## src/rtl/pdi_pkg.sv

```systemverilog
// pdi_pkg: widths, the per-cell data type and the step-bit helper
// shared by the planar distance front end, the root cells and the top level
// no dependencies
package pdi_pkg;

  localparam int CoordW     = 16;
  localparam int DiffW      = CoordW + 1;
  localparam int ProdW      = 2 * DiffW;
  localparam int SumW       = 32;
  localparam int RootW      = 16;
  localparam int NumSteps   = RootW;
  localparam int FirstShift = SumW - 2;

  // remainder and partial root, the root held scaled so the trial value is res | bit
  typedef struct packed {
    logic [SumW-1:0] rem;
    logic [SumW-1:0] res;
  } cell_data_t;

  // weight of the trial bit for the cell at position idx
  function automatic logic [SumW-1:0] step_bit(input int idx);
    logic [SumW-1:0] one;
    one = {{(SumW-1){1'b0}}, 1'b1};
    return one << (FirstShift - 2 * idx);
  endfunction

endpackage

```

## src/rtl/planar_distance_isqrt.sv

```systemverilog
// planar_distance_isqrt: floor root of the wrapped squared planar distance, exact for sums below 2^31
// an accepted item passes through 3 front stages
// (difference, square, sum) then a chain of 16 root cells, one bit each
// throughput one item per cycle; every stage holds its item under stall
// and takes a new one as soon as it is free
// synchronous active-low reset clears all valid flags, payload is not reset
module planar_distance_isqrt (
  input  logic                        clk,
  input  logic                        rst_n,
  input  logic                        in_valid,
  output logic                        in_stall,
  input  logic [pdi_pkg::CoordW-1:0]  in_target_x,
  input  logic [pdi_pkg::CoordW-1:0]  in_target_z,
  input  logic [pdi_pkg::CoordW-1:0]  in_origin_x,
  input  logic [pdi_pkg::CoordW-1:0]  in_origin_z,
  output logic                        out_valid,
  input  logic                        out_stall,
  output logic [pdi_pkg::RootW-1:0]   out_distance
);
  import pdi_pkg::*;

  logic            front_ready;
  logic [SumW-1:0] front_sum;
  logic            link_v   [0:NumSteps];
  logic            link_rdy [0:NumSteps];
  cell_data_t      link_d   [0:NumSteps];

  pdi_front u_front (
    .clk      (clk),
    .rst_n    (rst_n),
    .up_valid (in_valid),
    .up_ready (front_ready),
    .target_x (in_target_x),
    .target_z (in_target_z),
    .origin_x (in_origin_x),
    .origin_z (in_origin_z),
    .dn_valid (link_v[0]),
    .dn_ready (link_rdy[0]),
    .dn_sum   (front_sum)
  );

  assign link_d[0].rem = front_sum;
  assign link_d[0].res = '0;

  for (genvar i = 0; i < NumSteps; i++) begin : g_cell
    pdi_cell u_cell (
      .clk      (clk),
      .rst_n    (rst_n),
      .bit_w    (step_bit(i)),
      .up_valid (link_v[i]),
      .up_ready (link_rdy[i]),
      .up_data  (link_d[i]),
      .dn_valid (link_v[i+1]),
      .dn_ready (link_rdy[i+1]),
      .dn_data  (link_d[i+1])
    );
  end

  assign link_rdy[NumSteps] = !out_stall;
  assign in_stall           = !front_ready;
  assign out_valid          = link_v[NumSteps];
  assign out_distance       = link_d[NumSteps].res[RootW-1:0];

endmodule

```

## src/rtl/pdi_front.sv

```systemverilog
// pdi_front: coordinate differences, squares and the wrapped sum of squares
// three elastic stages; uses pdi_pkg
module pdi_front (
  input  logic                         clk,
  input  logic                         rst_n,
  input  logic                         up_valid,
  output logic                         up_ready,
  input  logic [pdi_pkg::CoordW-1:0]   target_x,
  input  logic [pdi_pkg::CoordW-1:0]   target_z,
  input  logic [pdi_pkg::CoordW-1:0]   origin_x,
  input  logic [pdi_pkg::CoordW-1:0]   origin_z,
  output logic                         dn_valid,
  input  logic                         dn_ready,
  output logic [pdi_pkg::SumW-1:0]     dn_sum
);
  import pdi_pkg::*;

  logic                    diff_v_r, sq_v_r, sum_v_r;
  logic                    diff_rdy, sq_rdy, sum_rdy;
  logic signed [DiffW-1:0] dx_r, dz_r, dx_nxt, dz_nxt;
  logic [SumW-1:0]         sqx_r, sqz_r, sqx_nxt, sqz_nxt;
  logic [SumW-1:0]         sum_r, sum_nxt;
  logic signed [ProdW-1:0] prod_x, prod_z;

  assign sum_rdy  = !sum_v_r  || dn_ready;
  assign sq_rdy   = !sq_v_r   || sum_rdy;
  assign diff_rdy = !diff_v_r || sq_rdy;
  assign up_ready = diff_rdy;

  always_comb begin
    dx_nxt  = $signed({target_x[CoordW-1], target_x}) - $signed({origin_x[CoordW-1], origin_x});
    dz_nxt  = $signed({target_z[CoordW-1], target_z}) - $signed({origin_z[CoordW-1], origin_z});
    prod_x  = dx_r * dx_r;
    prod_z  = dz_r * dz_r;
    sqx_nxt = prod_x[SumW-1:0];
    sqz_nxt = prod_z[SumW-1:0];
    sum_nxt = sqx_r + sqz_r;
  end

  always_ff @(posedge clk) begin
    if (!rst_n) begin
      diff_v_r <= 1'b0;
      sq_v_r   <= 1'b0;
      sum_v_r  <= 1'b0;
    end else begin
      if (diff_rdy) diff_v_r <= up_valid;
      if (sq_rdy)   sq_v_r   <= diff_v_r;
      if (sum_rdy)  sum_v_r  <= sq_v_r;
    end
  end

  always_ff @(posedge clk) begin
    if (diff_rdy && up_valid) begin
      dx_r <= dx_nxt;
      dz_r <= dz_nxt;
    end
    if (sq_rdy && diff_v_r) begin
      sqx_r <= sqx_nxt;
      sqz_r <= sqz_nxt;
    end
    if (sum_rdy && sq_v_r) begin
      sum_r <= sum_nxt;
    end
  end

  assign dn_valid = sum_v_r;
  assign dn_sum   = sum_r;

endmodule

```

## src/rtl/pdi_cell.sv

```systemverilog
// pdi_cell: one restoring square-root step with signed 32-bit compare
// elastic register stage; uses pdi_pkg
module pdi_cell (
  input  logic                        clk,
  input  logic                        rst_n,
  input  logic [pdi_pkg::SumW-1:0]    bit_w,
  input  logic                        up_valid,
  output logic                        up_ready,
  input  pdi_pkg::cell_data_t         up_data,
  output logic                        dn_valid,
  input  logic                        dn_ready,
  output pdi_pkg::cell_data_t         dn_data
);
  import pdi_pkg::*;

  logic            valid_r;
  cell_data_t      data_r, data_nxt;
  logic [SumW-1:0] trial;
  logic            take;

  assign up_ready = !valid_r || dn_ready;

  always_comb begin
    // partial root bits never overlap the trial bit
    trial        = up_data.res | bit_w;
    take         = $signed(up_data.rem) >= $signed(trial);
    data_nxt.rem = take ? (up_data.rem - trial) : up_data.rem;
    data_nxt.res = (up_data.res >> 1) | (take ? bit_w : '0);
  end

  always_ff @(posedge clk) begin
    if (!rst_n) begin
      valid_r <= 1'b0;
    end else if (up_ready) begin
      valid_r <= up_valid;
    end
  end

  always_ff @(posedge clk) begin
    if (up_ready && up_valid) begin
      data_r <= data_nxt;
    end
  end

  assign dn_valid = valid_r;
  assign dn_data  = data_r;

endmodule

```

## config.mk

```make
export PLATFORM = sky130hd
export DESIGN_NAME = planar_distance_isqrt
export DESIGN_NICKNAME = d
export VERILOG_FILES = /design/src/rtl/pdi_pkg.sv /design/src/rtl/planar_distance_isqrt.sv /design/src/rtl/pdi_front.sv /design/src/rtl/pdi_cell.sv
export SDC_FILE = /design/constraint.sdc
export NUM_CORES = 2
export LEC_CHECK = 0
export BUFFER_PORTS_ARGS = -buffer_cell sky130_fd_sc_hd__buf_2
export CAP_MARGIN = 20
export CORE_MARGIN = 5
export CORE_UTILIZATION = 65
export DETAILED_ROUTE_END_ITERATION = 8
export PLACE_DENSITY_LB_ADDON = 0.12
export SKIP_LAST_GASP = 1
export SLEW_MARGIN = 20
export SYNTH_ARGS = -nofsm -noshare
export SYNTH_HDL_FRONTEND = slang
export SYNTH_SLANG_ARGS = --single-unit
```

## constraint.sdc

```tcl
create_clock -name clk -period 7.2 [get_ports clk]
set_input_delay 1.08 -clock clk [delete_from_list [all_inputs] [get_ports clk]]
set_output_delay 1.08 -clock clk [all_outputs]
set_load 0.02 [all_outputs]
```

* After elaboration in Yosys (flattened, before gate mapping)
Cells that the tools add are included.
** Operators by class
- Magnitude comparators :: 16
- Bitwise gates (word level) :: 15
- Multipliers :: 2
- Add/sub/neg operators :: 18
- Multiplexer cells :: 31
- Reduce and logical (&&, ||, !) cells :: 59
** Operators by type and width (number)
- >= comparator 32 bit :: 15
- 2-to-1 mux 32 bit :: 15
- bitwise OR 31 x 32 -> 32 bit :: 14
- subtractor 32 bit :: 14
- multiplier 17 x 17 -> 32 bit :: 2
- subtractor 16 x 16 -> 17 bit :: 2
- adder 32 bit :: 1
- >= comparator 32 bit (second input constant) :: 1
- subtractor 32 x 31 -> 32 bit (second input constant) :: 1
- 2-to-1 mux 31 bit :: 1
- 2-to-1 mux 29 bit :: 1
- 2-to-1 mux 27 bit :: 1
- 2-to-1 mux 25 bit :: 1
- 2-to-1 mux 23 bit :: 1
- zero test 1 bit :: 21
- 2-to-1 mux 21 bit :: 1
- logical AND 1 bit :: 19
- logical OR 1 bit :: 19
- 2-to-1 mux 19 bit :: 1
- 2-to-1 mux 17 bit :: 1
- bitwise OR 16 x 1 -> 16 bit :: 1
- 2-to-1 mux 15 bit :: 1
- 2-to-1 mux 13 bit :: 1
- 2-to-1 mux 11 bit :: 1
- other kinds (5) :: 5
** Storage, ports and cells
- Flip-flop bits (word level) :: 1125
- Output and inout bits :: 18
- Input port bits :: 68

* Longest topological paths before layout
- Depth in word-level cells :: 21
- Gate-level depth with buffers :: 26
- Gate-level depth less buffers :: 24

* By module
From an unflattened synthesis, not the netlist that was laid out.
** Unflattened totals
- Cells, all modules :: 10232
- Area total of the unflattened synthesis :: 99392.8 um2
** By module, submodules not included
- pdi_cell at g_cell[2].u_cell ... :: seq. area each 1941.9 um2, cells each 486, area an instance 4690.7 um2, times used 8
- pdi_front :: seq. area each 3903.7 um2, cells each 2575, area an instance 25547.0 um2, times used 1
- pdi_cell at g_cell[0].u_cell ... :: seq. area each 1941.9 um2, cells each 473, area an instance 4564.4 um2, times used 5
- pdi_cell at g_cell[15].u_cell :: seq. area each 1941.9 um2, cells each 461, area an instance 4574.4 um2, times used 1
- pdi_cell at g_cell[1].u_cell :: seq. area each 1941.9 um2, cells each 476, area an instance 4500.6 um2, times used 1
- pdi_cell at g_cell[14].u_cell :: seq. area each 1941.9 um2, cells each 463, area an instance 4408.0 um2, times used 1
- planar_distance_isqrt :: seq. area each 0.0 um2, cells each 4, area an instance 15.0 um2, times used 1

* Worst setup path before layout
OpenSTA, ideal clock, no wires.
- Path kind :: reg-to-reg
- From :: reg u_front.dz_r[4]
- To :: reg u_front.sqz_r[29], data pin
- Clock period less this slack :: 6.449 ns
- Stages on the path, launching flop included :: 24
- Data arrival time :: 6.190 ns
- Data required time :: 6.941 ns
- Buffers on the path :: 1
- Slack :: 0.751 ns
- Cells stage by stage :: edfxtp_1 > clkbuf_1 > nand2_1 > inv_1 > fa_1 > inv_1 > fa_1 > fa_1 > inv_1 > fa_1 > fa_1 > inv_1 > fa_1 > inv_1 > ha_1 > a21o_1 > a21o_1 > a2111oi_0 > o31ai_1 > a311o_1 > a31oi_1 > o21bai_1 > a21oi_1 > xnor2_1
** On the way
- Longest elaborated chain between the ends :: 1
** RTL lines
- from (decl) :: line pdi_front.sv:20 : logic signed [DiffW-1:0] dx_r, dz_r, dx_nxt, dz_nxt;
- from (signal assigned) :: line pdi_front.sv:55 : dz_r <= dz_nxt;
- multiplier 17 x 17 -> 32 bit :: line pdi_front.sv:34 : prod_z = dz_r * dz_r;
- via u_front.prod_z[29] :: line pdi_front.sv:23 : logic signed [ProdW-1:0] prod_x, prod_z;
- to (signal assigned) :: line pdi_front.sv:59 : sqz_r <= sqz_nxt;
- to (decl) :: line pdi_front.sv:21 : logic [SumW-1:0] sqx_r, sqz_r, sqx_nxt, sqz_nxt;
The timed path passes the listed nets, and every way through them passes these cells.
A chain may end at the register's enable or synchronous reset.

* Worst setup path in the final report
- From :: reg u_front.dz_r[10]
- To :: reg u_front.sqz_r[29], data pin
The elaborated chain is that of the path after synthesis.

==> impl_metrics.env <==
export IMPL_critical_path_endpoint_type="flip-flop"
export IMPL_numCtsBuffers=80
export IMPL_grt_use_met2_pct=44.92
export IMPL_stdcell_count=6049
export IMPL_slew_violations=0
export IMPL_via_count=34098
export IMPL_seq_area_frac_synth_pct=41.68
export IMPL_antenna_left=0
export IMPL_ios=86
export IMPL_cp_cell_sequence="and2_1 -> inv_1 -> fa_1 -> fa_1 -> fa_1 -> inv_1 -> fa_1 -> fa_1 -> inv_1 -> fa_1 -> inv_1 -> ha_1 -> a21o_1 -> a21o_1 -> a2111oi_0 -> o31ai_1 -> a311o_1 -> a31oi_1 -> o21bai_1 -> a21oi_1 -> xnor2_1"
export IMPL_die_area_mm2=0.08976
export IMPL_groute_layer_met3_usage_pct=3.252
export IMPL_ctsHoldBuffers=0
export IMPL_tritoncts="built"
export IMPL_yosysTopAreaCell="edfxtp_1"
export IMPL_grt_first_pass_wirelength_um=177700
export IMPL_postCtsSetupRepairBufs=0
export IMPL_finalHoldViolCount=0
export IMPL_async_flop_share_pct=0
export IMPL_finalCritPeriodShare_pct=93.51
export IMPL_clock_sinks=763
export IMPL_synth_top_flop_cell="edfxtp_1"
export IMPL_synth_net_count=5718
export IMPL_drtIter0Drc=2120
export IMPL_clkTransAtPathRegs_ns=0.07
export IMPL_root_buffer="clkbuf_16"
export IMPL_grt_max_degree=63
export IMPL_grt_antenna_before_repair=2
export IMPL_period_needed_ns=6.732
export IMPL_drc_errors=0
export IMPL_grt_overflow_total=0
export IMPL_critPathArrivalTime_ns=7.12
export IMPL_tns_ns=0
export IMPL_clkLatencyLatePin_ns=0.65
export IMPL_grt_total_usage_pct=24.67
export IMPL_dp_cells=5899
export IMPL_crit_path_top_delay_cell="edfxtp_1"
export IMPL_max_stage_delay_ns=0.58
export IMPL_synth_distinct_cells=85
export IMPL_cap_violations=0
export IMPL_use_met1_pct=30.24
export IMPL_area_delta_synth_final_pct=8.807
export IMPL_synth_edff_count=744
export IMPL_dr_pass1_iters=5
export IMPL_drive_gt1_share_pct=7.248
export IMPL_rrSetupSlack_ns=0.47
export IMPL_path_max_fanout=10
export IMPL_cts_resized=0
export IMPL_dieWidth_um=299.6
export IMPL_start_kind="flip-flop"
export IMPL_cp_common_cell="fa_1"
export IMPL_setup_viol=0
export IMPL_final_common_cell="inv_1"
export IMPL_worstSetupPathType="reg -> reg"
export IMPL_hpwl_um=85900
export IMPL_start_util_pct=65.34
export IMPL_synth_top_area_share_pct=40.98
export IMPL_required_ns=7.59
export IMPL_ys_ff_latch=763
export IMPL_gp_congestion=0.8711
export IMPL_min_path_type="reg -> reg"
export IMPL_grt_pass1_vias=35414
export IMPL_grt_busiest_layer="met2"
export IMPL_wl_per_cell_um=17.83
export IMPL_worst_pin_slew_ns=1.023
export IMPL_htree_levels=3
export IMPL_rsz0062_at_grt="no"
export IMPL_io_buffers=85
export IMPL_finClkSkew_ns=0.03145
export IMPL_die_h_um=299.6
export IMPL_status="completed"
export IMPL_yosys_warnings=0
export IMPL_max_slew_margin_pct=31.65
export IMPL_num_rows=106
export IMPL_syn_inst=4755
export IMPL_max_freq_mhz=148.5
export IMPL_via_per_inst=5.637
export IMPL_syn_area_mm2=0.05451
export IMPL_wirelength_um=107800
export IMPL_final_cell_mix="inv_1 (886), edfxtp_1 (744), fa_1 (514), ha_1 (381), nand2_1 (335)"
export IMPL_core_area_mm2=0.08342
export IMPL_clockBufferDepth=3
export IMPL_syn_avg_cell_area_um2=11.46
export IMPL_nNetsFinal=5867
export IMPL_synthTopCellsByArea="edfxtp_1 (41%), fa_1 (19%), ha_1 (8.7%)"
==> metal layers <==
metal	wire length, um	vias up
li1	-	16316
met1	42090	16791
met2	56810	759
met3	4773	232
met4	4170	0
met5	0	-
==> logic make-up (layout without fill, tap and decap cells) <==
| logic type | Yosys count | in the layout | synth area share (%) |
|---|---|---|---|
| compound gates | 635 | 635 | 7.535 |
| mux | 41 | 41 | 0.8355 |
| buf+inv | 960 | 1172 | 6.633 |
| other cells | 0 | 2 | 0 |
| flops | 763 | 763 | 41.68 |
| simple gates | 1151 | 1151 | 10.71 |
| xor+xnor | 310 | 310 | 4.981 |
| fa+ha+maj | 895 | 895 | 27.62 |
==> worst paths after layout <==
check,depth (start not counted),from,to
setup / recovery,21,u_front.dz_r[10]$_DFFE_PP_,u_front.sqz_r[29]$_DFFE_PP_
hold / removal,0,g_cell[2].u_cell.dn_data[46]$_DFFE_PP_,g_cell[3].u_cell.dn_data[46]$_DFFE_PP_
setup reg to reg,21,u_front.dz_r[10]$_DFFE_PP_,u_front.sqz_r[29]$_DFFE_PP_
hold reg to reg,0,g_cell[2].u_cell.dn_data[46]$_DFFE_PP_,g_cell[3].u_cell.dn_data[46]$_DFFE_PP_
==> registers in the layout (all words and copies together), names as in the netlist, 16 cells and up <==
register / flops
g_cell.u_cell.dn_data: 616
g_cell.u_cell.dn_valid: 16
u_front.dn_sum: 32
u_front.dx_r: 17
u_front.dz_r: 17
u_front.sqx_r: 31
u_front.sqz_r: 31
==> stage by stage <==
| stage | util (%) | hold slack [ns] | instance area (um^2) | worst slack [ns] |
|---|---|---|---|---|
| 2_1_floorplan | - | 0.4166 | 54510 | 0.7512 |
| 3_3_place_gp | 67.78 | 0.4259 | 56540 | 0.5472 |
| 3_5_place_dp | 67.78 | 0.4325 | 56540 | 0.4750 |
| 4_1_cts | 71.00 | 0.4298 | 59230 | 0.4489 |
| 5_1_grt | 71.09 | 0.4363 | 59310 | 0.04674 |
| 6_report | 71.10 | 0.4264 | 59310 | 0.4676 |
==> cell usage after synthesis (93+ instances only) <==
master	n
inv_1	886
edfxtp_1	744
fa_1	514
ha_1	381
nand2_1	335
nor2_1	211
xnor2_1	197
o21ai_0	177
a21oi_1	138
and2_1	120
xor2_1	113
nor3_1	93
==> layout make-up <==
class | count | area [um^2]
fillers | 5972 | 24110
clock buffers | 89 | 2036
inverters | 888 | 3333
multi-input cells | 3032 | 28330
clock inverters | 56 | 650.6
diodes | 2 | 5.005
well taps | 1080 | 1351
repair buffers | 139 | 883.3
flip-flops and latches | 763 | 22720
==> critical path: cells and delay by family (launching register included) <==
family / cells / cell delay, ns
xor+xnor: 1 / 0.08
compound gates: 8 / 2.09
flops: 1 / 0.58
buf+inv: 4 / 0.22
fa+ha+maj: 7 / 3.29
simple gates: 1 / 0.24
Power is not shown: default switching activity piles up to over one toggle a cycle in this logic, so the estimate is an artifact.
